--- src/rtl/conv3_pkg.sv ---
// shared types, register indexes and kernel constants for the 3x3 convolution block
package conv3_pkg;

    typedef logic [7:0] pixel_t;

    // window indexed [row][column]: row 0 top, column 0 left
    typedef pixel_t [2:0][2:0] window_t;

    localparam int POS_W = 10;

    typedef enum logic [2:0] {
        MODE_BOX,
        MODE_GAUSS,
        MODE_PREWITT_X,
        MODE_PREWITT_Y,
        MODE_SOBEL_X,
        MODE_SOBEL_Y,
        MODE_LAPLACE,
        MODE_LAPLACE_DC
    } mode_t;

    typedef enum logic [1:0] {
        REG_IMAGE_WIDTH,
        REG_IMAGE_HEIGHT,
        REG_FILTER_MODE
    } cfg_reg_t;

    localparam int CFG_ADDR_W = 2;
    localparam int CFG_DATA_W = 11;

    // position info of the pixel entering the window
    typedef struct packed {
        logic               produce;
        logic               last;
        logic [POS_W-1:0]   centre_col;
        logic [POS_W-1:0]   centre_row;
    } pos_t;

    // box: sum * 0.11111 truncated, done as sum * ceil(0.11111 * 2^28) >> 28
    localparam int BOX_SHIFT = 28;
    localparam longint unsigned BOX_RECIP_L =
        ((64'd11111 << BOX_SHIFT) + 64'd99999) / 64'd100000;
    localparam logic [24:0] BOX_RECIP = 25'(BOX_RECIP_L);

    // divide by three for values below 768: x * 683 >> 11
    localparam int DIV3_SHIFT = 11;
    localparam logic [9:0] DIV3_RECIP = 10'd683;

endpackage

--- src/rtl/conv3_geom.sv ---
// configuration registers and raster position counters
module conv3_geom import conv3_pkg::*; #(
    parameter int MAX_WIDTH  = 1024,
    parameter int MAX_HEIGHT = 1024
) (
    input  logic                          aclk,
    input  logic                          aresetn,
    input  logic                          cfg_wr_en,
    input  logic [CFG_ADDR_W-1:0]         cfg_addr,
    input  logic [CFG_DATA_W-1:0]         cfg_wr_data,
    input  logic                          step,
    output logic [$clog2(MAX_WIDTH)-1:0]  col,
    output pos_t                          pos,
    output mode_t                         filter_mode
);

    localparam int CW = $clog2(MAX_WIDTH);
    localparam int RW = $clog2(MAX_HEIGHT);
    localparam int WDW = (CW + 1 > CFG_DATA_W) ? CW + 1 : CFG_DATA_W;
    localparam int HDW = (RW + 1 > CFG_DATA_W) ? RW + 1 : CFG_DATA_W;
    localparam int RST_W = ((640 > MAX_WIDTH) ? MAX_WIDTH : 640) - 1;
    localparam int RST_H = ((480 > MAX_HEIGHT) ? MAX_HEIGHT : 480) - 1;

    logic [CW-1:0] width_last_reg,  width_last_next;
    logic [RW-1:0] height_last_reg, height_last_next;
    mode_t         mode_reg,        mode_next;
    logic [CW-1:0] col_reg,         col_next;
    logic [RW-1:0] row_reg,         row_next;

    logic [WDW-1:0] cfg_w;
    logic [HDW-1:0] cfg_h;
    logic [CW-1:0]  clamp_w_last;
    logic [RW-1:0]  clamp_h_last;
    logic [CW-1:0]  col_m1;
    logic [RW-1:0]  row_m1;
    logic           restart;

    // clamp written geometry to 3..max and keep it as last index
    always_comb begin
        cfg_w = WDW'(cfg_wr_data);
        cfg_h = HDW'(cfg_wr_data);
        if (cfg_w < WDW'(3)) begin
            clamp_w_last = CW'(2);
        end else if (cfg_w > WDW'(MAX_WIDTH)) begin
            clamp_w_last = CW'(MAX_WIDTH - 1);
        end else begin
            clamp_w_last = CW'(cfg_w - WDW'(1));
        end
        if (cfg_h < HDW'(3)) begin
            clamp_h_last = RW'(2);
        end else if (cfg_h > HDW'(MAX_HEIGHT)) begin
            clamp_h_last = RW'(MAX_HEIGHT - 1);
        end else begin
            clamp_h_last = RW'(cfg_h - HDW'(1));
        end
    end

    always_comb begin
        width_last_next  = width_last_reg;
        height_last_next = height_last_reg;
        mode_next        = mode_reg;
        restart          = 1'b0;
        if (cfg_wr_en) begin
            case (cfg_reg_t'(cfg_addr))
                REG_IMAGE_WIDTH: begin
                    width_last_next = clamp_w_last;
                    restart         = 1'b1;
                end
                REG_IMAGE_HEIGHT: begin
                    height_last_next = clamp_h_last;
                    restart          = 1'b1;
                end
                REG_FILTER_MODE: begin
                    mode_next = mode_t'(cfg_wr_data[2:0]);
                end
                default: begin
                end
            endcase
        end

        col_next = col_reg;
        row_next = row_reg;
        if (restart) begin
            col_next = '0;
            row_next = '0;
        end else if (step) begin
            if (col_reg == width_last_reg) begin
                col_next = '0;
                row_next = (row_reg == height_last_reg) ? '0 : row_reg + RW'(1);
            end else begin
                col_next = col_reg + CW'(1);
            end
        end
    end

    always_ff @(posedge aclk) begin
        if (!aresetn) begin
            width_last_reg  <= CW'(RST_W);
            height_last_reg <= RW'(RST_H);
            mode_reg        <= MODE_BOX;
            col_reg         <= '0;
            row_reg         <= '0;
        end else begin
            width_last_reg  <= width_last_next;
            height_last_reg <= height_last_next;
            mode_reg        <= mode_next;
            col_reg         <= col_next;
            row_reg         <= row_next;
        end
    end

    assign col_m1 = col_reg - CW'(1);
    assign row_m1 = row_reg - RW'(1);

    always_comb begin
        pos.produce    = (col_reg >= CW'(2)) && (row_reg >= RW'(2));
        pos.last       = (col_reg == width_last_reg) && (row_reg == height_last_reg);
        pos.centre_col = POS_W'(col_m1);
        pos.centre_row = POS_W'(row_m1);
    end

    assign col         = col_reg;
    assign filter_mode = mode_reg;

endmodule

--- config.mk ---
export PLATFORM = sky130hd
export DESIGN_NAME = conv3_geom
export DESIGN_NICKNAME = d
export VERILOG_FILES = /design/src/rtl/conv3_pkg.sv /design/src/rtl/conv3_geom.sv
export SDC_FILE = /design/constraint.sdc
export NUM_CORES = 1
export LEC_CHECK = 0
export BUFFER_PORTS_ARGS = -buffer_cell sky130_fd_sc_hd__buf_4
export CORE_ASPECT_RATIO = 0.9
export CORE_MARGIN = 10
export CORE_UTILIZATION = 59
export CTS_BUF_LIST = sky130_fd_sc_hd__clkbuf_16
export CTS_CLUSTER_SIZE = 16
export DETAILED_ROUTE_END_ITERATION = 7
export PLACE_DENSITY_LB_ADDON = 0.12
export SYNTH_ARGS = -nofsm -noshare
export SYNTH_HDL_FRONTEND = slang
export SYNTH_SLANG_ARGS = --single-unit
--- constraint.sdc ---
create_clock -name aclk -period 3.8 [get_ports aclk]
set_input_delay 0.76 -clock aclk [delete_from_list [all_inputs] [get_ports aclk]]
set_output_delay 0.76 -clock aclk [all_outputs]
set_load 0.01 [all_outputs]
# == Word level (Yosys, flattened, before mapping) ==
# Index checks and enable logic that the tools add are counted.
# W data, S select, Z words.
# totals
output_inout_bits,35
inputBits,17
register_bits,43
# op_classes
eq_ne,4
n_bitwise,1
order_cmp,4
addsub,5
n_reduce_logical,9
mux,6
# ops
op,count
$mux W10,4
$sub A10 B1 Y10 const B,3
$add A10 B1 Y10 const B,2
$eq A10 B10 Y1,2
$ge A10 B2 Y1 const B,2
$gt A11 B11 Y1 const B,1
$lt A11 B2 Y1 const B,1
$reduce_and A2 Y1,4
$reduce_or A2 Y1,2
$eq A2 B1 Y1 const B,1
$eq A2 B2 Y1 const B,1
$logic_and A1 B1 Y1,2
$logic_not A2 Y1,1
$mux W1,2
$not A1 Y1,1

# == Depth between registers and ports, before layout ==
# Gate-level depths: netlist of the first run.
# logic_depth
ltp_word,5
mapped_depth,7

# == Least setup slack after synthesis of the first run ==
# OpenSTA, ideal clock, no wires.
# synth_path
kind,input to register
from,input port cfg_wr_data[6]
to,register width_last_reg[9]
setup_time_ns,0.141
slack_ns,1.425
n_path_buf,2
required_time_ns,3.659
arrival_ns,2.234
cell_stages,6
path_cell_list,or4_4 -> buf_6 -> or4_4 -> buf_6 -> o311ai_1 -> o211ai_1
# synth_between
elab_chain_cells,3
# synth_rtl
item,line_no,rtl
start: declaration,conv3_geom.sv:10,"input logic [CFG_DATA_W-1:0] cfg_wr_data,"
$sub A10 B1 Y10 or $gt A11 B11 Y1 (tied branches),"conv3_geom.sv:47, conv3_geom.sv:44",
$mux W10,conv3_geom.sv:44,end else if (cfg_w > WDW'(MAX_WIDTH)) begin
$mux W10 (*),conv3_geom.sv:42,if (cfg_w < WDW'(3)) begin
end signal: assignment,conv3_geom.sv:98,width_last_reg <= CW'(RST_W);
end signal: assignment,conv3_geom.sv:104,width_last_reg <= width_last_next;
end: declaration,conv3_geom.sv:24,"logic [CW-1:0] width_last_reg, width_last_next;"
# Mark *: on every way between the ends. The rest lies on a longest branch, timed or not.
# A chain may end at the register's enable or synchronous reset.

==> results of run 1 <==
synth_stat cells (4+ instances only):
cell type   n  area (µm²)
ha_1        7        87.6
a31oi_1     4        25.0
a21oi_1    10        50.1
nand3_1    28         140
dfxtp_1    43         861
clkbuf_1   15        56.3
or4_1       4        30.0
o31ai_1     4        30.0
and3_1      7        43.8
nor2_1     32         120
buf_2       4        20.0
o211ai_1    9        67.6
nor4_1      6        37.5
inv_1      10        37.5
nor3_1     11        55.1
and2_1      4        25.0
mux2i_1     4        40.0
nand4_1     5        31.3
xor2_1     37         324
xnor2_1     9        78.8
nand2_1    41         154
o21ai_0     8        40.0
cell type report:
cell class / count / area (µm²)
clock buffers: 5 / 125
clock inverters: 2 / 8.76
fillers: 385 / 1260
inverters: 10 / 37.5
multi-input cells: 269 / 1730
flip-flops and latches: 43 / 861
well taps: 62 / 77.6
repair buffers: 51 / 383
how the worst max path moves through the flow:
stage / from / endpoint / slack (ns) / depth (start not counted)
after floorplan: cfg_wr_data[6] / width_last_reg[9] / 1.43 / 6
after global placement: cfg_wr_data[0] / width_last_reg[4] / 1.25 / 8
after detailed placement: cfg_wr_data[0] / height_last_reg[4] / 1.22 / 8
after CTS: col[6] / pos[20] / 1.03 / 5
after global routing: col[6] / pos[20] / 0.85 / 5
final: col[6] / pos[20] / 1.04 / 5
through the flow:
stage	setup WS, ns	cell area [µm²]	instances	power [µW]	util (%)
final	1.04	3230	442	1010	71.9
after global placement	1.25	3090	435	617	68.9
after floorplan	1.43	2750	345	563	-
after CTS	1.03	3230	442	1010	71.9
after global routing	0.846	3230	442	1050	71.9
after detailed placement	1.22	3090	435	620	68.9
power groups by stage:
| stage | Clock (µW) | Sequential [µW] | Combinational (µW) |
|---|---|---|---|
| 2_1_floorplan | 0 | 482 | 81.0 |
| 3_3_place_gp | 0 | 484 | 134 |
| 3_5_place_dp | 0 | 484 | 136 |
| 4_1_cts | 400 | 474 | 137 |
| 5_1_grt | 419 | 476 | 151 |
| 6_report | 401 | 474 | 136 |
metal layers:
metal  vias up  routed length [µm]  GRT usage, %
met4         0                  62          3.92
met3         9                 445          5.60
met2        73                3110          27.5
met5         -                   0             0
met1      1183                3110          21.2
li1       1277                   -             -
cells in the final DEF (no fill, tap or decap), types with 3 or more instances in the layout:
cell,n
nand3_1,28
a31oi_1,4
buf_4,51
clkbuf_16,5
nand2_1,41
or4_1,4
nor3_1,11
nor2b_1,3
and3_1,7
o211ai_1,9
nor2_1,32
o31ai_1,4
nand2b_1,3
inv_1,10
o21ai_1,3
nor4_1,6
dfxtp_1,43
a22oi_1,3
mux2i_1,4
xor2_1,37
and2_1,4
xnor2_1,9
nand4_1,5
a21oi_1,10
ha_1,7
o21ai_0,8
cells by family (layout without fill, tap and decap cells):
logic type,Yosys count,in the layout,share of synthesized area (%)
muxes,5,5,1.87
and+or+nand+nor,160,160,30.2
adders and majority gates,7,7,3.19
xor gates and xnor gates,47,47,15.3
buffers and inverters,33,68,5.51
DFF,43,43,31.3
AOI/OAI and AO/OA,50,50,12.7
critical path: cells and delay by family (launching register included):
| kind | cells | cell delay [ns] |
|---|---|---|
| AND/OR/NAND/NOR | 3 | 0.91 |
| flip-flops | 1 | 0.52 |
| XOR/XNOR | 1 | 0.15 |
| buffers and inverters | 1 | 0.14 |
==> flow_metrics.py, run 1 <==
metrics = {
    "cts": {
        "htreeDepth": 2,
        "cts_made_buffers": 5,
        "cts_hold_buf": 0,
        "cts_root_buf": "clkbuf_16",
        "clkSinkCount": 43,
        "cts_max_path_buffers": 2,
        "cts_resized": 0,
        "cts_setup_buffers": 0,
        "cts_tree": "built",
        "clk_pin_slew_ns": 0.05,
        "insertion_delay_ns": 0.28,
    },
    "timing": {
        "tns_ns": 0,
        "final.min_clock_period_ns": 2.76,
        "relSlewSlack_pct": 46.4,
        "setup_violations": 0,
        "fin_skew_ns": 0.00434,
        "post-route-period-util_pct": 72.6,
        "clock.fmax_ghz": 0.363,
        "hold_viol": 0,
        "drv_slew": 0,
        "grt_setup_unrepaired": "no",
        "worst_pin_slew_ns": 0.800,
        "hold_ws_ns": 0.483,
    },
    "synth": {
        "synth-seq-cells": 43,
        "synth.distinct_cells": 50,
        "synthFlopType": "dfxtp_1",
        "async_reset_ff_share_pct": 0,
        "yosys_warnings": 0,
        "syn_area_per_cell_um2": 7.96,
        "synthCells": 345,
        "synth-seq-area-share_pct": 31.3,
        "synth_nets": 369,
        "syn_area_um2": 2750,
        "synth_edf_count": 0,
    },
    "global_routing": {
        "grt_pass1_vias": 2380,
        "grt_remaining_overflow": 0,
        "grt_pass1_wl_mm": 11.2,
        "grt_usage_pct": 17.0,
        "antenna_found_initial": 0,
        "grt_max_degree": 29,
    },
    "critical_path": {
        "r2r_start": "row_reg[1]",
        "slowest_delay_ns": 0.52,
        "r2r_end": "row_reg[0]",
        "critPathMaxFanout": 10,
        "path_cells": "xor2_1, nor4_2, nand3_2, nor2_1, buf_4",
        "crit_slowest_cell": "dfxtp_1",
        "crit_path_start_kind": "flop",
        "crit_required_ns": 3.04,
        "end_kind": "output port",
        "reg2regPathDepth": 5,
        "rrSetupSlack_ns": 1.54,
        "arrival_ns": 2.00,
        "crit_type": "reg -> out",
    },
    "power": {
        "p_per_area_nw_per_um2": 314,
        "p_leak_uw": 0.00136,
        "vdd_ir_drop_max_v": 0.000291,
        "p_int_uw": 759,
        "switchingPower_uw": 253,
        "pwr-share-seq_pct": 46.9,
        "netSwitchingFraction_pct": 25.0,
        "clkPwrFrac_pct": 39.6,
        "comb_power_share_pct": 13.5,
    },
    "place": {
        "place_hpwl_mm": 5.12,
        "gp_congestion": 0.832,
        "io_buffers": 51,
    },
    "layout": {
        "layout.nets": 404,
        "diodes": 0,
        "area_growth_pct": 17.5,
        "drive_gt1_share_pct": 18.7,
    },
    "floorplanning": {
        "rows": 23,
        "coreArea_um2": 4490,
        "ios": 52,
        "die-width_um": 91.9,
        "die_height_um": 84.7,
        "dieArea_um2": 7790,
        "start_util_pct": 61.2,
    },
    "hold_path": {
        "holdCritStartpoint": "width_last_reg[3]",
        "min_to": "width_last_reg[3]",
        "min_path_cells": 2,
        "hold_class": "reg -> reg",
    },
    "routing": {
        "ant_nets": 0,
        "avgViaCountPerCell": 5.75,
        "drc": 0,
        "drt_iter0_drc": 161,
        "wirelength_mm": 6.73,
        "first_pass_iters": 4,
        "vias": 2542,
        "wl_per_cell_um": 15.2,
    },
    "outcome": {
        "outcome": "finished, final reports clean",
    },
    "flow_run": {
        "cap_violations": 0,
    },
}
(Power assumes the default switching activity.)
==> inputs of run 2 (changes only) <==
--- a/config.mk
+++ b/config.mk
@@ -8,7 +8,7 @@
 export BUFFER_PORTS_ARGS = -buffer_cell sky130_fd_sc_hd__buf_4
 export CORE_ASPECT_RATIO = 0.9
 export CORE_MARGIN = 10
-export CORE_UTILIZATION = 59
+export CORE_UTILIZATION = 56
 export CTS_BUF_LIST = sky130_fd_sc_hd__clkbuf_16
 export CTS_CLUSTER_SIZE = 16
 export DETAILED_ROUTE_END_ITERATION = 7
==> constraint.sdc (replaced) <==
create_clock -name aclk -period 2.63 [get_ports aclk]
set_input_delay 0.526 -clock aclk [delete_from_list [all_inputs] [get_ports aclk]]
set_output_delay 0.526 -clock aclk [all_outputs]
set_load 0.01 [all_outputs]
==> flow_metrics.py, run 2 (synthesis results as in run 1) <==
metrics = {
    "floorplanning": {
        "ios": 52,
        "die_height_um": 86.4,
        "coreArea_um2": 4800,
        "die-width_um": 93.8,
        "start_util_pct": 57.2,
        "dieArea_um2": 8110,
        "rows": 24,
    },
    "timing": {
        "fin_skew_ns": 0.00584,
        "worst_pin_slew_ns": 0.770,
        "setup_violations": 0,
        "final.min_clock_period_ns": 2.43,
        "relSlewSlack_pct": 48.4,
        "hold_viol": 0,
        "tns_ns": 0,
        "post-route-period-util_pct": 92.5,
        "clock.fmax_ghz": 0.411,
        "drv_slew": 0,
        "grt_setup_unrepaired": "no",
    },
    "critical_path": {
        "crit_slowest_cell": "dfxtp_1",
        "slowest_delay_ns": 0.48,
        "critPathMaxFanout": 7,
        "end_kind": "output port",
        "crit_type": "reg -> out",
        "crit_required_ns": 2.10,
        "crit_top_cell": "nor3_1",
        "path_cells": "inv_1, ha_1, nor3_1, nand2_1, nor3_1, a31oi_1, buf_4",
        "arrival_ns": 1.91,
        "startpoint": "col[0]",
        "cp_num_buf_inv": 2,
        "path_delay_family": "simple AND/OR/NAND/NOR gates",
        "r2r_start": "row_reg[7]",
        "crit_path_start_kind": "flop",
    },
    "routing": {
        "first_pass_iters": 4,
        "drc": 0,
        "wl_per_cell_um": 15.4,
        "top_layer": "met4",
        "ant_nets": 0,
        "wl_met1_mm": 3.10,
        "wl_met3_um": 506,
        "vias": 2545,
        "avgViaCountPerCell": 5.68,
        "wirelength_mm": 6.88,
        "met2_length_mm": 3.22,
        "drt_iter0_drc": 110,
    },
    "global_routing": {
        "grt_max_degree": 29,
        "grt_remaining_overflow": 0,
        "grt_pass1_wl_mm": 11.7,
        "antenna_found_initial": 0,
        "grt_usage_pct": 17.3,
        "grt_pass1_vias": 2484,
    },
    "place": {
        "place_hpwl_mm": 5.30,
        "place_area_um2": 3110,
        "dp.cells": 440,
        "gp_congestion": 0.875,
        "io_buffers": 51,
    },
    "layout": {
        "multiInputGateArea_um2": 1740,
        "seqCellArea_um2": 861,
        "diodes": 0,
        "layout_commonest_cell": "buf_4",
        "finalNonFillerCells": 448,
        "layout.nets": 406,
        "design_area_um2": 3260,
        "final_cell_mix": "buf_4 (53), dfxtp_1 (43), nand2_1 (41)",
        "n_fill_cell": 428,
        "area_growth_pct": 18.7,
        "post-route-util_pct": 67.9,
        "drive_gt1_share_pct": 19.1,
    },
    "cts": {
        "cts_tree": "built",
        "clk_pin_slew_ns": 0.06,
        "insertion_delay_ns": 0.29,
        "cts_made_buffers": 5,
        "htreeDepth": 2,
        "cts_max_path_buffers": 2,
        "clkSinkCount": 43,
        "cts_setup_buffers": 0,
        "cts_root_buf": "clkbuf_16",
    },
    "power": {
        "vdd_ir_drop_max_v": 0.000426,
        "p_leak_uw": 0.00137,
        "p_per_area_nw_per_um2": 454,
    },
    "hold_path": {
        "hold_class": "reg -> reg",
        "holdCritStartpoint": "height_last_reg[9]",
    },
    "outcome": {
        "outcome": "finished, final reports clean",
    },
    "flow_run": {
        "cap_violations": 0,
    },
}
[run 2: changes by cell type in the layout (fill, tap and decap cells not counted)]
cell        change
buf_4           +2
clkinv_1        +1
clkinv_2        -1
clkinvlp_4      +1
nor4_2          -1
nor4_4          +1
[run 2: layout make-up]
class	instances	area share [%]
Tap cell	65	2.49
Timing Repair Buffer	53	12.2
Clock buffer	5	3.84
Clock inverter	3	0.460
Inverter	10	1.15
Sequential cell	43	26.4
Multi-Input combinational cell	269	53.5
[run 2: stage by stage]
stage | setup WS (ns) | total power, µW | hold WS [ns]
detailed placement | 0.250 | 897 | 0.463
floorplan | 0.489 | 814 | 0.448
CTS | 0.155 | 1490 | 0.471
global placement | 0.308 | 894 | 0.465
global route | 0.0512 | 1540 | 0.516
finish | 0.197 | 1480 | 0.468
[run 2: worst min-delay path, stage by stage, from the launching register on]
cell and delay, ns:
dfxtp_1 0.32, nand3_1 0.06, o21ai_1 0.05
[run 2: layer usage]
layer  track usage [%]  vias to the layer above
met2              28.4                       77
li1                  -                     1280
met3              5.70                        7
met4              2.90                        0
met5                 0                        -
met1              21.7                     1181
[run 2: power breakdown]
part | switching (µW) | internal (µW)
Clock | 250 | 345
Sequential | 15.9 | 669
Combinational | 112 | 86.6
Total | 378 | 1100
[run 2: what timing repair did]
action | in CTS | in global routing
hold buffers | 0 | 0
resized for setup | 0 | 1
endpoints found under the setup margin | 0 | 1
hold endpoints to repair | 0 | 0
[run 2: final timing paths]
| check | to | slack, ns | cells past startpoint |
|---|---|---|---|
| worst max-delay path | pos[21] | 0.20 | 7 |
| worst min-delay path | height_last_reg[9] | 0.47 | 2 |
| worst max register to register | row_reg[0] | 0.37 | 5 |
| worst min register to register | height_last_reg[9] | 0.47 | 2 |
==> inputs of run 3 (changes only) <==
--- a/config.mk
+++ b/config.mk
@@ -12,7 +12,9 @@
 export CTS_BUF_LIST = sky130_fd_sc_hd__clkbuf_16
 export CTS_CLUSTER_SIZE = 16
 export DETAILED_ROUTE_END_ITERATION = 7
+export GPL_ROUTABILITY_DRIVEN = 0
 export PLACE_DENSITY_LB_ADDON = 0.12
+export REMOVE_ABC_BUFFERS = 1
 export SYNTH_ARGS = -nofsm -noshare
 export SYNTH_HDL_FRONTEND = slang
 export SYNTH_SLANG_ARGS = --single-unit
==> flow_metrics.py, run 3 (synthesis results as in run 1) <==
metrics = {
    "outcome": {
        "outcome": "finished, final reports clean",
    },
    "floorplanning": {
        "dieArea_um2": 8110,
        "start_util_pct": 57.2,
        "ios": 52,
        "die_height_um": 86.4,
        "coreArea_um2": 4800,
        "die-width_um": 93.8,
        "rows": 24,
    },
    "layout": {
        "n_fill_cell": 446,
        "diodes": 0,
        "final_cell_mix": "buf_4 (54), dfxtp_1 (43), nand2_1 (41)",
        "seqCellArea_um2": 861,
        "layout.nets": 407,
        "post-route-util_pct": 68.4,
        "area_growth_pct": 19.7,
        "multiInputGateArea_um2": 1740,
        "drive_gt1_share_pct": 19.3,
        "layout_commonest_cell": "buf_4",
    },
    "power": {
        "vdd_ir_drop_max_v": 0.000392,
        "p_leak_uw": 0.00139,
        "comb_power_share_pct": 12.8,
        "switchingPower_uw": 368,
        "netSwitchingFraction_pct": 23.5,
        "p_per_area_nw_per_um2": 476,
        "p_int_uw": 1200,
        "clkPwrFrac_pct": 43.3,
        "pwr-share-seq_pct": 43.8,
    },
    "cts": {
        "cts_tree": "built",
        "clk_pin_slew_ns": 0.06,
        "cts_root_buf": "clkbuf_16",
        "clkSinkCount": 43,
        "cts_made_buffers": 5,
        "htreeDepth": 2,
        "insertion_delay_ns": 0.28,
        "cts_max_path_buffers": 2,
        "cts_setup_buffers": 0,
    },
    "routing": {
        "drc": 0,
        "avgViaCountPerCell": 5.56,
        "wl_per_cell_um": 15.7,
        "drt_iter0_drc": 111,
        "top_layer": "met4",
        "vias": 2493,
        "wl_met1_mm": 3.17,
        "first_pass_iters": 4,
        "wirelength_mm": 7.03,
        "met2_length_mm": 3.24,
        "wl_met3_um": 519,
        "ant_nets": 0,
    },
    "timing": {
        "relSlewSlack_pct": 49.1,
        "setup_violations": 0,
        "clock.fmax_ghz": 0.412,
        "grt_setup_unrepaired": "no",
        "hold_viol": 0,
        "tns_ns": 0,
        "fin_skew_ns": 0.00203,
        "worst_pin_slew_ns": 0.759,
        "final.min_clock_period_ns": 2.43,
        "drv_slew": 0,
        "hold_ws_ns": 0.487,
        "post-route-period-util_pct": 92.4,
        "fin_ws_ns": 0.200,
    },
    "place": {
        "io_buffers": 51,
        "place_hpwl_mm": 5.33,
        "post-place-ws_ns": 0.260,
    },
    "flow_run": {
        "cap_violations": 0,
    },
    "global_routing": {
        "grt_pass1_wl_mm": 11.8,
        "grt_pass1_vias": 2455,
        "grt_max_degree": 28,
        "grt_usage_pct": 17.8,
        "grt_remaining_overflow": 0,
        "antenna_found_initial": 0,
    },
    "critical_path": {
        "critPathMaxFanout": 9,
        "crit_type": "reg -> out",
        "end_kind": "output port",
        "arrival_ns": 1.90,
        "crit_required_ns": 2.10,
        "crit_path_start_kind": "flop",
    },
    "hold_path": {
        "hold_class": "reg -> reg",
    },
}
-- run 3: changes by cell type in the layout (fill, tap and decap cells not counted), sizes merged --
| cell | change |
|---|---|
| inv | +1 |
| bufinv | +1 |
| buf | +1 |
| clkinvlp | -1 |
| clkinv | -2 |
-- run 3: metal layers --
layer	up-vias	GRT usage, %
li1	1280	-
met1	1133	22.5
met2	69	28.1
met3	11	5.88
met4	0	5.24
met5	-	0
-- run 3: worst paths after layout --
| check | from | end | cells past startpoint | slack, ns |
|---|---|---|---|---|
| max | row_reg[1] | pos[20] | 5 | 0.20 |
| min | width_last_reg[3] | width_last_reg[3] | 2 | 0.49 |
| max reg2reg | row_reg[1] | row_reg[0] | 5 | 0.41 |
| min reg2reg | width_last_reg[3] | width_last_reg[3] | 2 | 0.49 |
-- run 3: power by group through the flow --
stage	Combinational, µW	Clock, µW	Sequential (µW)
floorplan	109	0	697
global placement	196	0	699
detailed placement	200	0	699
CTS	201	689	685
global route	224	715	687
finish	201	678	685
-- run 3: area by class of cell --
class                      instances  area share [%]
clock inverter                     2            1.03
tap                               65            2.47
sequential                        43            26.2
multi-input combinational        269            53.0
timing repair buffer              54            12.3
clock buffer                       5            3.81
inverter                          10            1.14
-- run 3: through the flow --
step                instances  cell area [µm²]  power (µW)
floorplan                 322             2630         806
global placement          441             3120         895
detailed placement        441             3120         899
CTS                       448             3280        1580
global route              448             3290        1630
finish                    448             3290        1560
-- run 3: worst max-delay path, cell delays in order, from the launching register on --
cell and delay (ns):
dfxtp_1 0.54, xor2_1 0.13, nor4_1 0.46, nand3_1 0.22, nor2_1 0.14, buf_4 0.13
-- run 3: what timing repair did --
| item | 4_1_cts | 5_1_grt |
|---|---|---|
| hold buffers | 0 | 0 |
| endpoints found under the setup margin | 0 | 1 |
| resized for setup | 0 | 1 |
