<file path="config.mk">
export PLATFORM = sky130hd
export DESIGN_NAME = conv3_kernel
export DESIGN_NICKNAME = d
export VERILOG_FILES = /design/src/rtl/conv3_pkg.sv /design/src/rtl/conv3_kernel.sv
export SDC_FILE = /design/constraint.sdc
export NUM_CORES = 1
export LEC_CHECK = 0
export ABC_AREA = 1
export BUFFER_PORTS_ARGS = -buffer_cell sky130_fd_sc_hd__buf_2
export CAP_MARGIN = 15
export CELL_PAD_IN_SITES_DETAIL_PLACEMENT = 1
export CELL_PAD_IN_SITES_GLOBAL_PLACEMENT = 1
export CORE_AREA = 2 2 216 218
export DETAILED_ROUTE_END_ITERATION = 8
export DIE_AREA = 0 0 218 220
export GPL_TIMING_DRIVEN = 1
export PLACE_DENSITY = 0.71
export SLEW_MARGIN = 20
export SYNTH_ARGS = -nofsm -noshare
export SYNTH_HDL_FRONTEND = slang
export SYNTH_SLANG_ARGS = --single-unit
</file>
<file path="constraint.sdc">
create_clock -name vclk -period 12.13
set_input_delay 0.6065 -clock vclk [all_inputs]
set_output_delay 0.6065 -clock vclk [all_outputs]
set_load 0.02 [all_outputs]
</file>
<file path="src/rtl/conv3_pkg.sv">
// shared types, register indexes and kernel constants for the 3x3 convolution block
package conv3_pkg;

    typedef logic [7:0] pixel_t;

    // window indexed [row][column]: row 0 top, column 0 left
    typedef pixel_t [2:0][2:0] window_t;

    localparam int POS_W = 10;

    typedef enum logic [2:0] {
        MODE_BOX,
        MODE_GAUSS,
        MODE_PREWITT_X,
        MODE_PREWITT_Y,
        MODE_SOBEL_X,
        MODE_SOBEL_Y,
        MODE_LAPLACE,
        MODE_LAPLACE_DC
    } mode_t;

    typedef enum logic [1:0] {
        REG_IMAGE_WIDTH,
        REG_IMAGE_HEIGHT,
        REG_FILTER_MODE
    } cfg_reg_t;

    localparam int CFG_ADDR_W = 2;
    localparam int CFG_DATA_W = 11;

    // position info of the pixel entering the window
    typedef struct packed {
        logic               produce;
        logic               last;
        logic [POS_W-1:0]   centre_col;
        logic [POS_W-1:0]   centre_row;
    } pos_t;

    // box: sum * 0.11111 truncated, done as sum * ceil(0.11111 * 2^28) >> 28
    localparam int BOX_SHIFT = 28;
    localparam longint unsigned BOX_RECIP_L =
        ((64'd11111 << BOX_SHIFT) + 64'd99999) / 64'd100000;
    localparam logic [24:0] BOX_RECIP = 25'(BOX_RECIP_L);

    // divide by three for values below 768: x * 683 >> 11
    localparam int DIV3_SHIFT = 11;
    localparam logic [9:0] DIV3_RECIP = 10'd683;

endpackage

</file>
<file path="src/rtl/conv3_kernel.sv">
// eight 3x3 kernels with their scaling, one result per window
module conv3_kernel import conv3_pkg::*; (
    input  window_t win,
    input  mode_t   mode,
    output pixel_t  pixel_out
);

    logic signed [12:0] p [3][3];
    logic signed [12:0] left_sum, right_sum, top_sum, bot_sum, mid_sum;
    logic signed [12:0] all_sum, nbr_sum;
    logic signed [12:0] gauss_sum;
    logic signed [12:0] prew_x, prew_y, sob_x, sob_y, lap, lap_dc;
    logic signed [12:0] grad;
    logic [11:0]        mag;
    logic [36:0]        box_prod;
    logic [19:0]        div3_prod;
    pixel_t             lap_dc_clamp;

    always_comb begin
        for (int r = 0; r < 3; r++) begin
            for (int c = 0; c < 3; c++) begin
                p[r][c] = $signed({5'b0, win[r][c]});
            end
        end
    end

    always_comb begin
        left_sum  = p[0][0] + p[1][0] + p[2][0];
        right_sum = p[0][2] + p[1][2] + p[2][2];
        top_sum   = p[0][0] + p[0][1] + p[0][2];
        mid_sum   = p[1][0] + p[1][1] + p[1][2];
        bot_sum   = p[2][0] + p[2][1] + p[2][2];
        all_sum   = top_sum + mid_sum + bot_sum;
        nbr_sum   = all_sum - p[1][1];

        gauss_sum = p[0][0] + (p[0][1] <<< 1) + p[0][2]
                  + (p[1][0] <<< 1) + (p[1][1] <<< 2) + (p[1][2] <<< 1)
                  + p[2][0] + (p[2][1] <<< 1) + p[2][2];

        prew_x = right_sum - left_sum;
        prew_y = bot_sum - top_sum;
        sob_x  = (p[0][2] + (p[1][2] <<< 1) + p[2][2])
               - (p[0][0] + (p[1][0] <<< 1) + p[2][0]);
        sob_y  = (p[2][0] + (p[2][1] <<< 1) + p[2][2])
               - (p[0][0] + (p[0][1] <<< 1) + p[0][2]);
        lap    = (p[1][1] <<< 3) - nbr_sum;
        lap_dc = (p[1][1] <<< 3) + p[1][1] - nbr_sum;
    end

    // one magnitude path shared by the gradient kernels and the Laplace kernel
    always_comb begin
        case (mode)
            MODE_PREWITT_X: grad = prew_x;
            MODE_PREWITT_Y: grad = prew_y;
            MODE_SOBEL_X:   grad = sob_x;
            MODE_SOBEL_Y:   grad = sob_y;
            MODE_LAPLACE:   grad = lap;
            default:        grad = '0;
        endcase
        mag = grad[12] ? 12'(-grad) : 12'(grad);
    end

    assign box_prod  = 37'(all_sum[11:0]) * 37'(BOX_RECIP);
    assign div3_prod = 20'(mag[9:0]) * 20'(DIV3_RECIP);

    always_comb begin
        if (lap_dc < 13'sd0) begin
            lap_dc_clamp = 8'd0;
        end else if (lap_dc > 13'sd255) begin
            lap_dc_clamp = 8'd255;
        end else begin
            lap_dc_clamp = lap_dc[7:0];
        end
    end

    always_comb begin
        case (mode)
            MODE_BOX:        pixel_out = box_prod[BOX_SHIFT +: 8];
            MODE_GAUSS:      pixel_out = gauss_sum[11:4];
            MODE_PREWITT_X,
            MODE_PREWITT_Y:  pixel_out = div3_prod[DIV3_SHIFT +: 8];
            MODE_SOBEL_X,
            MODE_SOBEL_Y:    pixel_out = mag[9:2];
            MODE_LAPLACE:    pixel_out = mag[10:3];
            MODE_LAPLACE_DC: pixel_out = lap_dc_clamp;
            default:         pixel_out = '0;
        endcase
    end

endmodule
</file>
# Yosys cells after proc, flatten, opt, wreduce, memory -nomap -nowiden
# Cells that the tools add are included.
# op_classes
mux	5
add_sub_neg	35
magnitude_cmp	2
eq_ne	7
mul	2
n_reduce_logical	3
# ops
cell	n
case mux 13 bit (5 select lines)	1
adder 9 x 8 -> 10 bit	5
case mux 8 bit (6 select lines)	1
adder 8 x 8 -> 9 bit	5
adder 10 x 8 -> 11 bit	4
adder 8 x 9 -> 10 bit	4
multiplier 12 x 22 -> 33 bit, second input constant	1
adder 12 x 10 -> 12 bit	2
adder 12 x 9 -> 12 bit	2
subtractor 11 x 11 -> 12 bit	2
subtractor 10 x 10 -> 11 bit	2
multiplier 10 x 10 -> 19 bit, second input constant	1
two-way mux 8 bit	2
greater-than comparator 13 x 9 -> 1 bit, second input constant	1
less-than comparator 13 x 1 -> 1 bit, second input constant	1
subtractor 12 x 13 -> 13 bit	1
subtractor 12 x 8 -> 13 bit	1
subtractor 13 bit	1
adder 11 x 10 -> 12 bit	1
adder 11 x 8 -> 12 bit	1
adder 11 x 9 -> 12 bit	1
adder 12 x 11 -> 12 bit	1
equality test 3 bit, second input constant	4
adder 10 x 10 -> 11 bit	1
6 further kinds	8
# word_totals
input_bits	75
output_inout_bits	8
regBits	0

# Logic depth before layout (Yosys ltp)
# Gate-level depths: netlist of the first run.
# depth
ltp_word	11
depth_mapped	59
depth_no_buf	59

# Worst setup path after synthesis of the first run
# OpenSTA, ideal clock, no wires.
# synth_timing
path_kind	input port to output port
from	input win[1] (netlist bit)
to	output pixel_out[0]
t_arrival_ns	10.391
required_time_ns	11.523
slack_ns	1.132
cell_stages	53
cell_sequence	inv_1 -> fa_1 -> inv_1 -> ha_1 -> fa_1 -> inv_1 -> fa_1 -> fa_1 -> inv_1 -> ha_1 -> nand3_1 -> nand3_1 -> nand2_1 -> nand2_1 -> xor2_1 -> ha_1 -> a21o_1 -> nor2_1 -> [... 17 more ...] -> inv_1 -> ha_1 -> ha_1 -> inv_1 -> fa_1 -> inv_1 -> fa_1 -> inv_1 -> fa_1 -> inv_1 -> ha_1 -> a21oi_1 -> o21ai_0 -> a21oi_1 -> nand2_1 -> or2_2 -> nand3_1 -> o2111ai_1
# synth_via
elab_chain_cells	11
word_cells_on_any_way	33
# synth_lines
element	line	text
from (decl)	conv3_kernel.sv:3	input window_t win,
adder 8 x 8 -> 9 bit	conv3_kernel.sv:30	top_sum = p[0][0] + p[0][1] + p[0][2];
adder 9 x 8 -> 10 bit	conv3_kernel.sv:30	
adder 10 x 10 -> 11 bit	conv3_kernel.sv:33	all_sum = top_sum + mid_sum + bot_sum;
adder 11 x 10 -> 12 bit	conv3_kernel.sv:33	
subtractor 12 x 8 -> 13 bit	conv3_kernel.sv:34	nbr_sum = all_sum - p[1][1];
subtractor 12 x 13 -> 13 bit	conv3_kernel.sv:46	lap = (p[1][1] <<< 3) - nbr_sum;
case mux 13 bit (5 select lines)	conv3_kernel.sv:52	case (mode)
negator 11 bit	conv3_kernel.sv:60	mag = grad[12] ? 12'(-grad) : 12'(grad);
two-way mux 11 bit	conv3_kernel.sv:60	
multiplier 10 x 10 -> 19 bit	conv3_kernel.sv:64	assign div3_prod = 20'(mag[9:0]) * 20'(DIV3_RECIP);
case mux 8 bit (6 select lines) *	conv3_kernel.sv:77	case (mode)
to (decl)	conv3_kernel.sv:5	output pixel_t pixel_out
# Every way passes the cells marked *; elsewhere a longest branch is shown, timed or not.

# Worst setup path after layout of the first run
# Same ends and word-level chain as after synthesis.

==> run_summary.xml, run 1 <==
<?xml version="1.0" encoding="UTF-8"?>
<metrics>
  <group name="routing">
    <metric name="postRouteWirelength" unit="um">49100</metric>
    <metric name="dr_total_vias" unit="">12900</metric>
    <metric name="wl_per_cell" unit="um">18.8</metric>
    <metric name="postRouteAntennaNets" unit="">0</metric>
    <metric name="drt-pass1-iter-count" unit="">5</metric>
    <metric name="drc_errors" unit="">0</metric>
    <metric name="drt-initial-drc-count" unit="">431</metric>
    <metric name="avgViaCountPerCell" unit="">4.94</metric>
  </group>
  <group name="yosys">
    <metric name="yosysSeqAreaShare" unit="%">0</metric>
    <metric name="syn_area" unit="um2">15400</metric>
    <metric name="yosysWarnings" unit="">0</metric>
    <metric name="yosys.area.top_type_share" unit="%">34.1</metric>
    <metric name="synth_most_common_cell" unit="">inv_1</metric>
    <metric name="synth.top_cells.by_count" unit="">inv_1 (441), ha_1 (290), fa_1 (262), nand2_1 (261), a21oi_1 (118)</metric>
    <metric name="mappedNetlistNets" unit="">2525</metric>
    <metric name="synth_cell_type_count" unit="">55</metric>
    <metric name="synthesis.instances" unit="">1898</metric>
    <metric name="synthTopCellsByArea" unit="">fa_1 (34%), ha_1 (24%), inv_1 (11%), nand2_1 (6.4%), a21oi_1 (3.8%)</metric>
    <metric name="mean_instance_size_in_the_synthesized_netlist" unit="um2">8.11</metric>
    <metric name="synth_top_area_cell" unit="">fa_1</metric>
  </group>
  <group name="cells_and_area">
    <metric name="multi_input_area" unit="um2">14000</metric>
    <metric name="layout.nets" unit="">2634</metric>
    <metric name="final_instance_area" unit="um2">17100</metric>
    <metric name="utilization" unit="%">37.3</metric>
    <metric name="register_area" unit="um2">0</metric>
    <metric name="syn2layout_area_growth" unit="%">11.1</metric>
    <metric name="clock_buffers" unit="">0</metric>
    <metric name="number_of_fillers_in_the_final_layout" unit="">5597</metric>
    <metric name="n_sequential_cell" unit="">0</metric>
    <metric name="n_antenna_cell" unit="">0</metric>
    <metric name="drive_above_1_share" unit="%">12.7</metric>
  </group>
  <group name="timing">
    <metric name="layout_min_cycle_time" unit="ns">11.48</metric>
    <metric name="total_of_endpoints_with_negative_setup_slack_in_the_final_report" unit="">0</metric>
    <metric name="timing_worst_slew_pin_value" unit="ns">0.887</metric>
    <metric name="slew_headroom" unit="%">40.3</metric>
    <metric name="fmaxAchievable" unit="MHz">87.1</metric>
    <metric name="timing.final.crit_share" unit="%">94.6</metric>
    <metric name="report.final.hold_viol_count" unit="">0</metric>
    <metric name="maxSlewViolCount" unit="">0</metric>
  </group>
  <group name="worst_setup_path">
    <metric name="startpoint_type" unit="">primary input</metric>
    <metric name="maximum_net_fanout_on_the_critical_path" unit="">7</metric>
    <metric name="critical_path_arrival" unit="ns">10.87</metric>
    <metric name="critPathSlowestCell" unit="">fa_1</metric>
    <metric name="cpPeakStageDelay" unit="ns">0.59</metric>
    <metric name="setup.worst_path.class" unit="">primary input to output pin</metric>
    <metric name="critPathCaptureType" unit="">output pin</metric>
    <metric name="critPathRequiredTime" unit="ns">11.52</metric>
    <metric name="crit_top_cell" unit="">fa_1</metric>
  </group>
  <group name="worst_hold_path">
    <metric name="worst_hold_path_type" unit="">primary input to output pin</metric>
    <metric name="whs_path_depth" unit="">5</metric>
    <metric name="hold_path_end" unit="">pixel_out[3]</metric>
    <metric name="hold_start" unit="">mode[0]</metric>
  </group>
  <group name="status">
    <metric name="result_of_the_run" unit="">finished clean</metric>
  </group>
  <group name="place">
    <metric name="post-dp-hpwl" unit="um">45300</metric>
    <metric name="dpl-instance-area" unit="um2">16700</metric>
    <metric name="globalplace.congestion" unit="">0.889</metric>
    <metric name="portBuffers" unit="">83</metric>
  </group>
  <group name="cts">
    <metric name="cts_hold_buf" unit="">0</metric>
  </group>
  <group name="global_routing">
    <metric name="grt_use_total" unit="%">21.0</metric>
    <metric name="grt-ovfl-total" unit="">0</metric>
    <metric name="grt_antenna_before_repair" unit="">0</metric>
    <metric name="grt_first_pass_wirelength" unit="um">78900</metric>
    <metric name="grt_pass1_vias" unit="">14500</metric>
    <metric name="grt_start_max_net_pins" unit="">13</metric>
  </group>
  <group name="floorplan">
    <metric name="initial_utilization" unit="%">33.5</metric>
    <metric name="die_width" unit="um">218</metric>
    <metric name="core_area" unit="um2">45900</metric>
    <metric name="floorplan.die.height" unit="um">220</metric>
    <metric name="rows" unit="">79</metric>
    <metric name="floorplan.io_pins" unit="">83</metric>
    <metric name="die-area" unit="um2">48000</metric>
  </group>
  <group name="job">
    <metric name="cap_viol_max_count" unit="">0</metric>
  </group>
</metrics>
[per-stage QoR]
stage	setup slack, ns	std cells	TNS (ns)	hold slack (ns)
after detailed placement	0.141	2599	0	1.86
after CTS	0.116	2599	0	1.86
final	0.652	2612	0	1.85
after floorplan	1.13	1898	0	1.54
after global routing	-0.00411	2612	-0.00411	1.90
after global placement	0.403	2599	0	1.85
[layout by cell type (no fill, tap or decap), types with 10 or more instances in the layout]
cell type and instances:
inv_2 16, nand2_2 32, a21o_1 11, xor2_1 38, o21ai_1 13, nand2_1 254
nand3_2 16, nor3_1 15, nor2_1 103, ha_1 273, o21ai_0 64, inv_1 437
xnor2_1 18, xor2_2 14, buf_4 29, fa_1 261, buf_2 82, nand3_1 72
o21bai_1 10, a21oi_1 112, nand4_1 18
[critical path: cells and delay by family]
kind	cells	cell delay, ns
adders and majority gates	14	5.54
and+or+nand+nor	19	2.25
AOI/OAI and AO/OA	7	0.98
buffers and inverters	10	0.91
xor gates and xnor gates	3	0.58
[cells by family (layout without fill, tap and decap cells)]
logic type               count (synthesis)  count (layout)  synth area share [%]
XOR/XNOR                                76              76                  4.86
buffers and inverters                  459             566                  11.2
adder cells (fa/ha/maj)                552             552                  57.7
AO/OA/AOI/OAI                          257             257                  9.55
AND/OR/NAND/NOR                        554             554                  16.7
[layout make-up]
cell class / count / area share, %
inverter: 455 / 9.99
timing repair buffer: 111 / 3.67
multi-input combinational: 1439 / 81.9
tap: 607 / 4.44
[layer usage]
layer | part of all wire, % | track usage [%]
met3 | 1.8 | 0.428
met2 | 52 | 39.5
met4 | 2.9 | 4.99
met5 | 0 | 0
met1 | 44 | 26.5
[how the worst max path moves through the flow]
| stage | start | to | slack, ns | depth (start not counted) |
|---|---|---|---|---|
| 3_5_place_dp | win[1] | pixel_out[7] | 0.14 | 53 |
| 6_report | win[1] | pixel_out[0] | 0.65 | 53 |
| 4_1_cts | win[1] | pixel_out[7] | 0.12 | 53 |
| 2_1_floorplan | win[1] | pixel_out[0] | 1.13 | 53 |
| 3_3_place_gp | win[1] | pixel_out[7] | 0.40 | 53 |
| 5_1_grt | win[1] | pixel_out[7] | -0.004 | 58 |
[what timing repair did]
action	CTS	global route
gates resized for setup	0	66
setup buffers	0	13
hold endpoints to repair	0	0
setup endpoints to repair	0	8
Power of run 1 is not shown: default switching activity piles up to over one toggle a cycle in this logic, so the estimate is an artifact.
==> inputs of run 2 (changes only) <==
--- a/config.mk
+++ b/config.mk
@@ -13,7 +13,7 @@
 export CORE_AREA = 2 2 216 218
 export DETAILED_ROUTE_END_ITERATION = 8
 export DIE_AREA = 0 0 218 220
-export GPL_TIMING_DRIVEN = 1
+export GPL_TIMING_DRIVEN = 0
 export PLACE_DENSITY = 0.71
 export SLEW_MARGIN = 20
 export SYNTH_ARGS = -nofsm -noshare
==> run 2 against run 1 <==
  * Final cell count up 0.38%
  * Core utilization up 0.70 points
  * Maximum frequency down 2.9%
  * Critical path depth down 1
  * Highest routed layer unchanged
  * Worst hold slack better by 0.018 ns
  * Critical path type unchanged
==> run_summary.xml, run 2 (synthesized netlist as in run 1, its figures left out) <==
<?xml version="1.0" encoding="UTF-8"?>
<metrics>
  <group name="status">
    <metric name="result_of_the_run" unit="">finished clean</metric>
  </group>
  <group name="cells_and_area">
    <metric name="n_antenna_cell" unit="">0</metric>
    <metric name="layout.nets" unit="">2644</metric>
    <metric name="clock_buffers" unit="">0</metric>
    <metric name="register_area" unit="um2">0</metric>
    <metric name="most_common_cell_after_layout_fill_and_taps_aside" unit="">inv_1</metric>
    <metric name="final_cell_mix" unit="">inv_1 (433), ha_1 (265), fa_1 (259), nand2_1 (249), a21oi_1 (112)</metric>
    <metric name="syn2layout_area_growth" unit="%">13.2</metric>
    <metric name="n_sequential_cell" unit="">0</metric>
    <metric name="drive_above_1_share" unit="%">14.3</metric>
  </group>
  <group name="place">
    <metric name="post-dp-hpwl" unit="um">43700</metric>
    <metric name="dp_worst_setup_slack" unit="ns">-1.23</metric>
    <metric name="globalplace.congestion" unit="">0.874</metric>
    <metric name="portBuffers" unit="">81</metric>
  </group>
  <group name="timing">
    <metric name="slew_headroom" unit="%">30.5</metric>
    <metric name="fmaxAchievable" unit="MHz">84.6</metric>
    <metric name="final_critical_path_setup_slack" unit="ns">0.308</metric>
    <metric name="total_of_endpoints_with_negative_setup_slack_in_the_final_report" unit="">0</metric>
    <metric name="timing.final.crit_share" unit="%">97.5</metric>
    <metric name="layout_min_cycle_time" unit="ns">11.82</metric>
    <metric name="maxSlewViolCount" unit="">0</metric>
    <metric name="report.final.hold_viol_count" unit="">0</metric>
    <metric name="timing_worst_slew_pin_value" unit="ns">1.04</metric>
    <metric name="setup_total_negative_slack" unit="ns">0</metric>
  </group>
  <group name="worst_hold_path">
    <metric name="hold_path_end" unit="">pixel_out[3]</metric>
    <metric name="whs_path_depth" unit="">5</metric>
    <metric name="hold_start" unit="">mode[0]</metric>
    <metric name="worst_hold_path_type" unit="">primary input to output pin</metric>
  </group>
  <group name="global_routing">
    <metric name="grt_use_total" unit="%">20.6</metric>
    <metric name="grt_first_pass_wirelength" unit="um">77600</metric>
    <metric name="grt_antenna_before_repair" unit="">0</metric>
    <metric name="grt_start_max_net_pins" unit="">11</metric>
    <metric name="grt_pass1_vias" unit="">14600</metric>
    <metric name="grt-ovfl-total" unit="">0</metric>
  </group>
  <group name="routing">
    <metric name="postRouteWirelength" unit="um">48300</metric>
    <metric name="drc_errors" unit="">0</metric>
    <metric name="postRouteAntennaNets" unit="">0</metric>
    <metric name="wl_per_cell" unit="um">18.4</metric>
    <metric name="avgViaCountPerCell" unit="">4.95</metric>
    <metric name="drt-initial-drc-count" unit="">506</metric>
    <metric name="drt-pass1-iter-count" unit="">5</metric>
    <metric name="dr_total_vias" unit="">13000</metric>
  </group>
  <group name="worst_setup_path">
    <metric name="critPathRequiredTime" unit="ns">11.52</metric>
    <metric name="critical_path.n_buffers_inverters" unit="">13</metric>
    <metric name="maximum_net_fanout_on_the_critical_path" unit="">7</metric>
    <metric name="startpoint_type" unit="">primary input</metric>
    <metric name="worstSetupStartpoint" unit="">win[1]</metric>
    <metric name="worst_path_dominant_cell_family" unit="">adder cells</metric>
    <metric name="critPathSlowestCell" unit="">fa_1</metric>
    <metric name="critical_path_arrival" unit="ns">11.22</metric>
    <metric name="cpPeakStageDelay" unit="ns">0.62</metric>
    <metric name="setup.worst_path.class" unit="">primary input to output pin</metric>
    <metric name="critPathCaptureType" unit="">output pin</metric>
  </group>
  <group name="floorplan">
    <metric name="rows" unit="">79</metric>
    <metric name="die_width" unit="um">218</metric>
    <metric name="die-area" unit="um2">48000</metric>
    <metric name="core_area" unit="um2">45900</metric>
    <metric name="initial_utilization" unit="%">33.5</metric>
    <metric name="floorplan.io_pins" unit="">83</metric>
    <metric name="floorplan.die.height" unit="um">220</metric>
  </group>
  <group name="job">
    <metric name="cap_viol_max_count" unit="">0</metric>
  </group>
  <group name="cts">
    <metric name="cts_hold_buf" unit="">0</metric>
  </group>
</metrics>
[run 2: changes by cell type in the layout (fill, tap and decap cells not counted), sizes merged]
cell	before	now
buf	111	121
[run 2: cell type report]
| type | instances | area (um2) |
|---|---|---|
| inverters | 455 | 1710 |
| well taps | 607 | 759 |
| repair buffers | 117 | 681 |
| fillers | 5641 | 28500 |
| multi-input cells | 1439 | 14200 |
| plain buffers | 4 | 20.0 |
[run 2: worst max path at each step]
stage | end | slack, ns | cells after the start
after floorplan | pixel_out[0] | 1.13 | 53
after global placement | pixel_out[0] | -1.14 | 54
after detailed placement | pixel_out[7] | -1.23 | 54
after CTS | pixel_out[7] | 0.02 | 53
after global routing | pixel_out[0] | -0.20 | 52
final | pixel_out[0] | 0.31 | 52
[run 2: per-stage QoR]
stage | utilization, % | area, um2 | std cells | hold slack [ns]
after global placement | 36.1 | 16600 | 2586 | 1.87
after detailed placement | 36.1 | 16600 | 2586 | 1.88
final | 38.0 | 17400 | 2622 | 1.87
after floorplan | - | 15400 | 1898 | 1.54
after CTS | 36.8 | 16900 | 2601 | 1.88
after global routing | 38.0 | 17400 | 2622 | 1.92
[run 2: per-layer routing]
layer / track usage, % / part of all wire [%] / up-vias
met4: 4.22 / 2.5 / 0
li1: - / - / 6230
met5: 0 / 0 / -
met1: 25.5 / 44 / 6517
met2: 39.6 / 52 / 170
met3: 0.676 / 1.6 / 59
[run 2: timing repair]
item                       4_1_cts  5_1_grt
buffers inserted                15       21
setup endpoints to repair        8        8
pin swaps                       11       20
resized for setup               36       60
Power of run 2 is left out for the same reason.
==> inputs of run 3 (changes only) <==
--- a/config.mk
+++ b/config.mk
@@ -14,7 +14,7 @@
 export DETAILED_ROUTE_END_ITERATION = 8
 export DIE_AREA = 0 0 218 220
 export GPL_TIMING_DRIVEN = 0
-export PLACE_DENSITY = 0.71
+export PLACE_DENSITY = 0.67
 export SLEW_MARGIN = 20
 export SYNTH_ARGS = -nofsm -noshare
 export SYNTH_HDL_FRONTEND = slang
==> run 3 against run 2 <==
  * Sequential cell count did not move
  * Setup slack worse by 0.021 ns
  * Design area barely moved
  * Clock-buffer cell count did not move
  * Non-clock buffer count shrank 5
  * Die area is the same
  * Critical endpoint is now pixel_out[7]
  * Largest cell class unchanged
==> run_summary.xml, run 3 (synthesized netlist as in run 1, its figures left out) <==
<?xml version="1.0" encoding="UTF-8"?>
<metrics>
  <group name="cells_and_area">
    <metric name="final_instance_area" unit="um2">17400</metric>
    <metric name="layout.nets" unit="">2639</metric>
    <metric name="register_area" unit="um2">0</metric>
    <metric name="utilization" unit="%">38.0</metric>
    <metric name="most_common_cell_after_layout_fill_and_taps_aside" unit="">inv_1</metric>
    <metric name="drive_above_1_share" unit="%">14.0</metric>
    <metric name="n_antenna_cell" unit="">0</metric>
    <metric name="syn2layout_area_growth" unit="%">13.2</metric>
    <metric name="final_cell_mix" unit="">inv_1 (436), ha_1 (268), fa_1 (259), nand2_1 (251), a21oi_1 (111)</metric>
    <metric name="n_sequential_cell" unit="">0</metric>
    <metric name="clock_buffers" unit="">0</metric>
  </group>
  <group name="timing">
    <metric name="total_of_endpoints_with_negative_setup_slack_in_the_final_report" unit="">0</metric>
    <metric name="report.final.hold_viol_count" unit="">0</metric>
    <metric name="slew_headroom" unit="%">30.2</metric>
    <metric name="timing.final.crit_share" unit="%">97.6</metric>
    <metric name="final_critical_path_setup_slack" unit="ns">0.287</metric>
    <metric name="layout_min_cycle_time" unit="ns">11.84</metric>
    <metric name="maxSlewViolCount" unit="">0</metric>
    <metric name="timing_worst_slew_pin_value" unit="ns">1.04</metric>
    <metric name="fmaxAchievable" unit="MHz">84.4</metric>
  </group>
  <group name="floorplan">
    <metric name="rows" unit="">79</metric>
    <metric name="initial_utilization" unit="%">33.5</metric>
    <metric name="floorplan.die.height" unit="um">220</metric>
    <metric name="die_width" unit="um">218</metric>
    <metric name="floorplan.io_pins" unit="">83</metric>
    <metric name="die-area" unit="um2">48000</metric>
    <metric name="core_area" unit="um2">45900</metric>
  </group>
  <group name="place">
    <metric name="portBuffers" unit="">81</metric>
    <metric name="dp_worst_setup_slack" unit="ns">-1.40</metric>
    <metric name="post-dp-hpwl" unit="um">44000</metric>
    <metric name="globalplace.congestion" unit="">0.884</metric>
    <metric name="dpl-instance-area" unit="um2">16600</metric>
  </group>
  <group name="worst_hold_path">
    <metric name="worst_hold_path_type" unit="">primary input to output pin</metric>
    <metric name="whs_path_depth" unit="">5</metric>
    <metric name="hold_start" unit="">mode[0]</metric>
    <metric name="hold_path_end" unit="">pixel_out[2]</metric>
  </group>
  <group name="routing">
    <metric name="avgViaCountPerCell" unit="">4.92</metric>
    <metric name="wl_per_cell" unit="um">18.5</metric>
    <metric name="postRouteAntennaNets" unit="">0</metric>
    <metric name="drt-pass1-iter-count" unit="">5</metric>
    <metric name="met2RoutedLength" unit="um">25300</metric>
    <metric name="maxUsedRoutingLayer" unit="">met4</metric>
    <metric name="postRouteWirelength" unit="um">48500</metric>
    <metric name="dr_total_vias" unit="">12900</metric>
    <metric name="drt-initial-drc-count" unit="">478</metric>
    <metric name="routed-wl-met3" unit="um">987</metric>
    <metric name="met1Wirelength" unit="um">21200</metric>
    <metric name="drc_errors" unit="">0</metric>
  </group>
  <group name="worst_setup_path">
    <metric name="critPathRequiredTime" unit="ns">11.52</metric>
    <metric name="cpPeakStageDelay" unit="ns">0.62</metric>
    <metric name="maximum_net_fanout_on_the_critical_path" unit="">7</metric>
    <metric name="critPathSlowestCell" unit="">fa_2</metric>
    <metric name="critPathCaptureType" unit="">output pin</metric>
    <metric name="critical_path_arrival" unit="ns">11.24</metric>
    <metric name="crit_top_cell" unit="">nand2_1</metric>
    <metric name="startpoint_type" unit="">primary input</metric>
    <metric name="setup.worst_path.class" unit="">primary input to output pin</metric>
  </group>
  <group name="global_routing">
    <metric name="grt_pass1_vias" unit="">14500</metric>
    <metric name="grt_use_total" unit="%">20.8</metric>
    <metric name="grt-ovfl-total" unit="">0</metric>
    <metric name="grt_first_pass_wirelength" unit="um">77900</metric>
    <metric name="grt_start_max_net_pins" unit="">11</metric>
    <metric name="grt_antenna_before_repair" unit="">0</metric>
  </group>
  <group name="status">
    <metric name="result_of_the_run" unit="">finished clean</metric>
  </group>
  <group name="job">
    <metric name="cap_viol_max_count" unit="">0</metric>
  </group>
</metrics>
-- run 3: cell count changes in the layout (fill, tap and decap cells not counted), moves of 3 or more --
| cell | change |
|---|---|
| inv_1 | +3 |
| buf_4 | -6 |
| inv_2 | -3 |
| ha_1 | +3 |
| nand2_2 | -3 |
-- run 3: area by class of cell --
cell class / count / area [um2]
buffer: 4 / 20.0
tap: 607 / 759
fill: 5616 / 28400
multi-input combinational: 1439 / 14300
timing repair buffer: 112 / 658
inverter: 455 / 1710
-- run 3: critical path, delay by kind of cell --
family,cells,cell delay (ns)
simple gates,18,2.17
xor+xnor,3,0.47
compound gates,6,0.94
buf+inv,11,1.08
fa+ha+maj,14,5.95
-- run 3: timing repair --
item,in CTS,in global routing
pin swaps,13,22
hold buffers,0,0
endpoints found under the setup margin,8,8
setup buffers,12,19
gates resized for setup,41,65
-- run 3: worst max-delay path by stage --
stage / start / endpoint / depth (start not counted)
after detailed placement: win[1] / pixel_out[0] / 54
final: win[1] / pixel_out[7] / 52
after global placement: win[1] / pixel_out[0] / 50
after floorplan: win[1] / pixel_out[0] / 53
after CTS: win[1] / pixel_out[0] / 53
after global routing: win[1] / pixel_out[0] / 49
-- run 3: metrics by stage --
stage / setup TNS, ns / hold slack, ns / std cells
finish: 0 / 1.86 / 2617
global route: -0.285 / 1.92 / 2617
CTS: 0 / 1.88 / 2598
detailed placement: -9.06 / 1.88 / 2586
global placement: -8.41 / 1.87 / 2586
floorplan: 0 / 1.54 / 1898
-- run 3: per-layer routing --
| metal | GRT usage, % | vias up |
|---|---|---|
| met5 | 0 | - |
| met4 | 4.31 | 0 |
| met3 | 0.883 | 49 |
| met2 | 39.1 | 136 |
| met1 | 26.2 | 6450 |
| li1 | - | 6234 |
Power of run 3 is left out for the same reason.
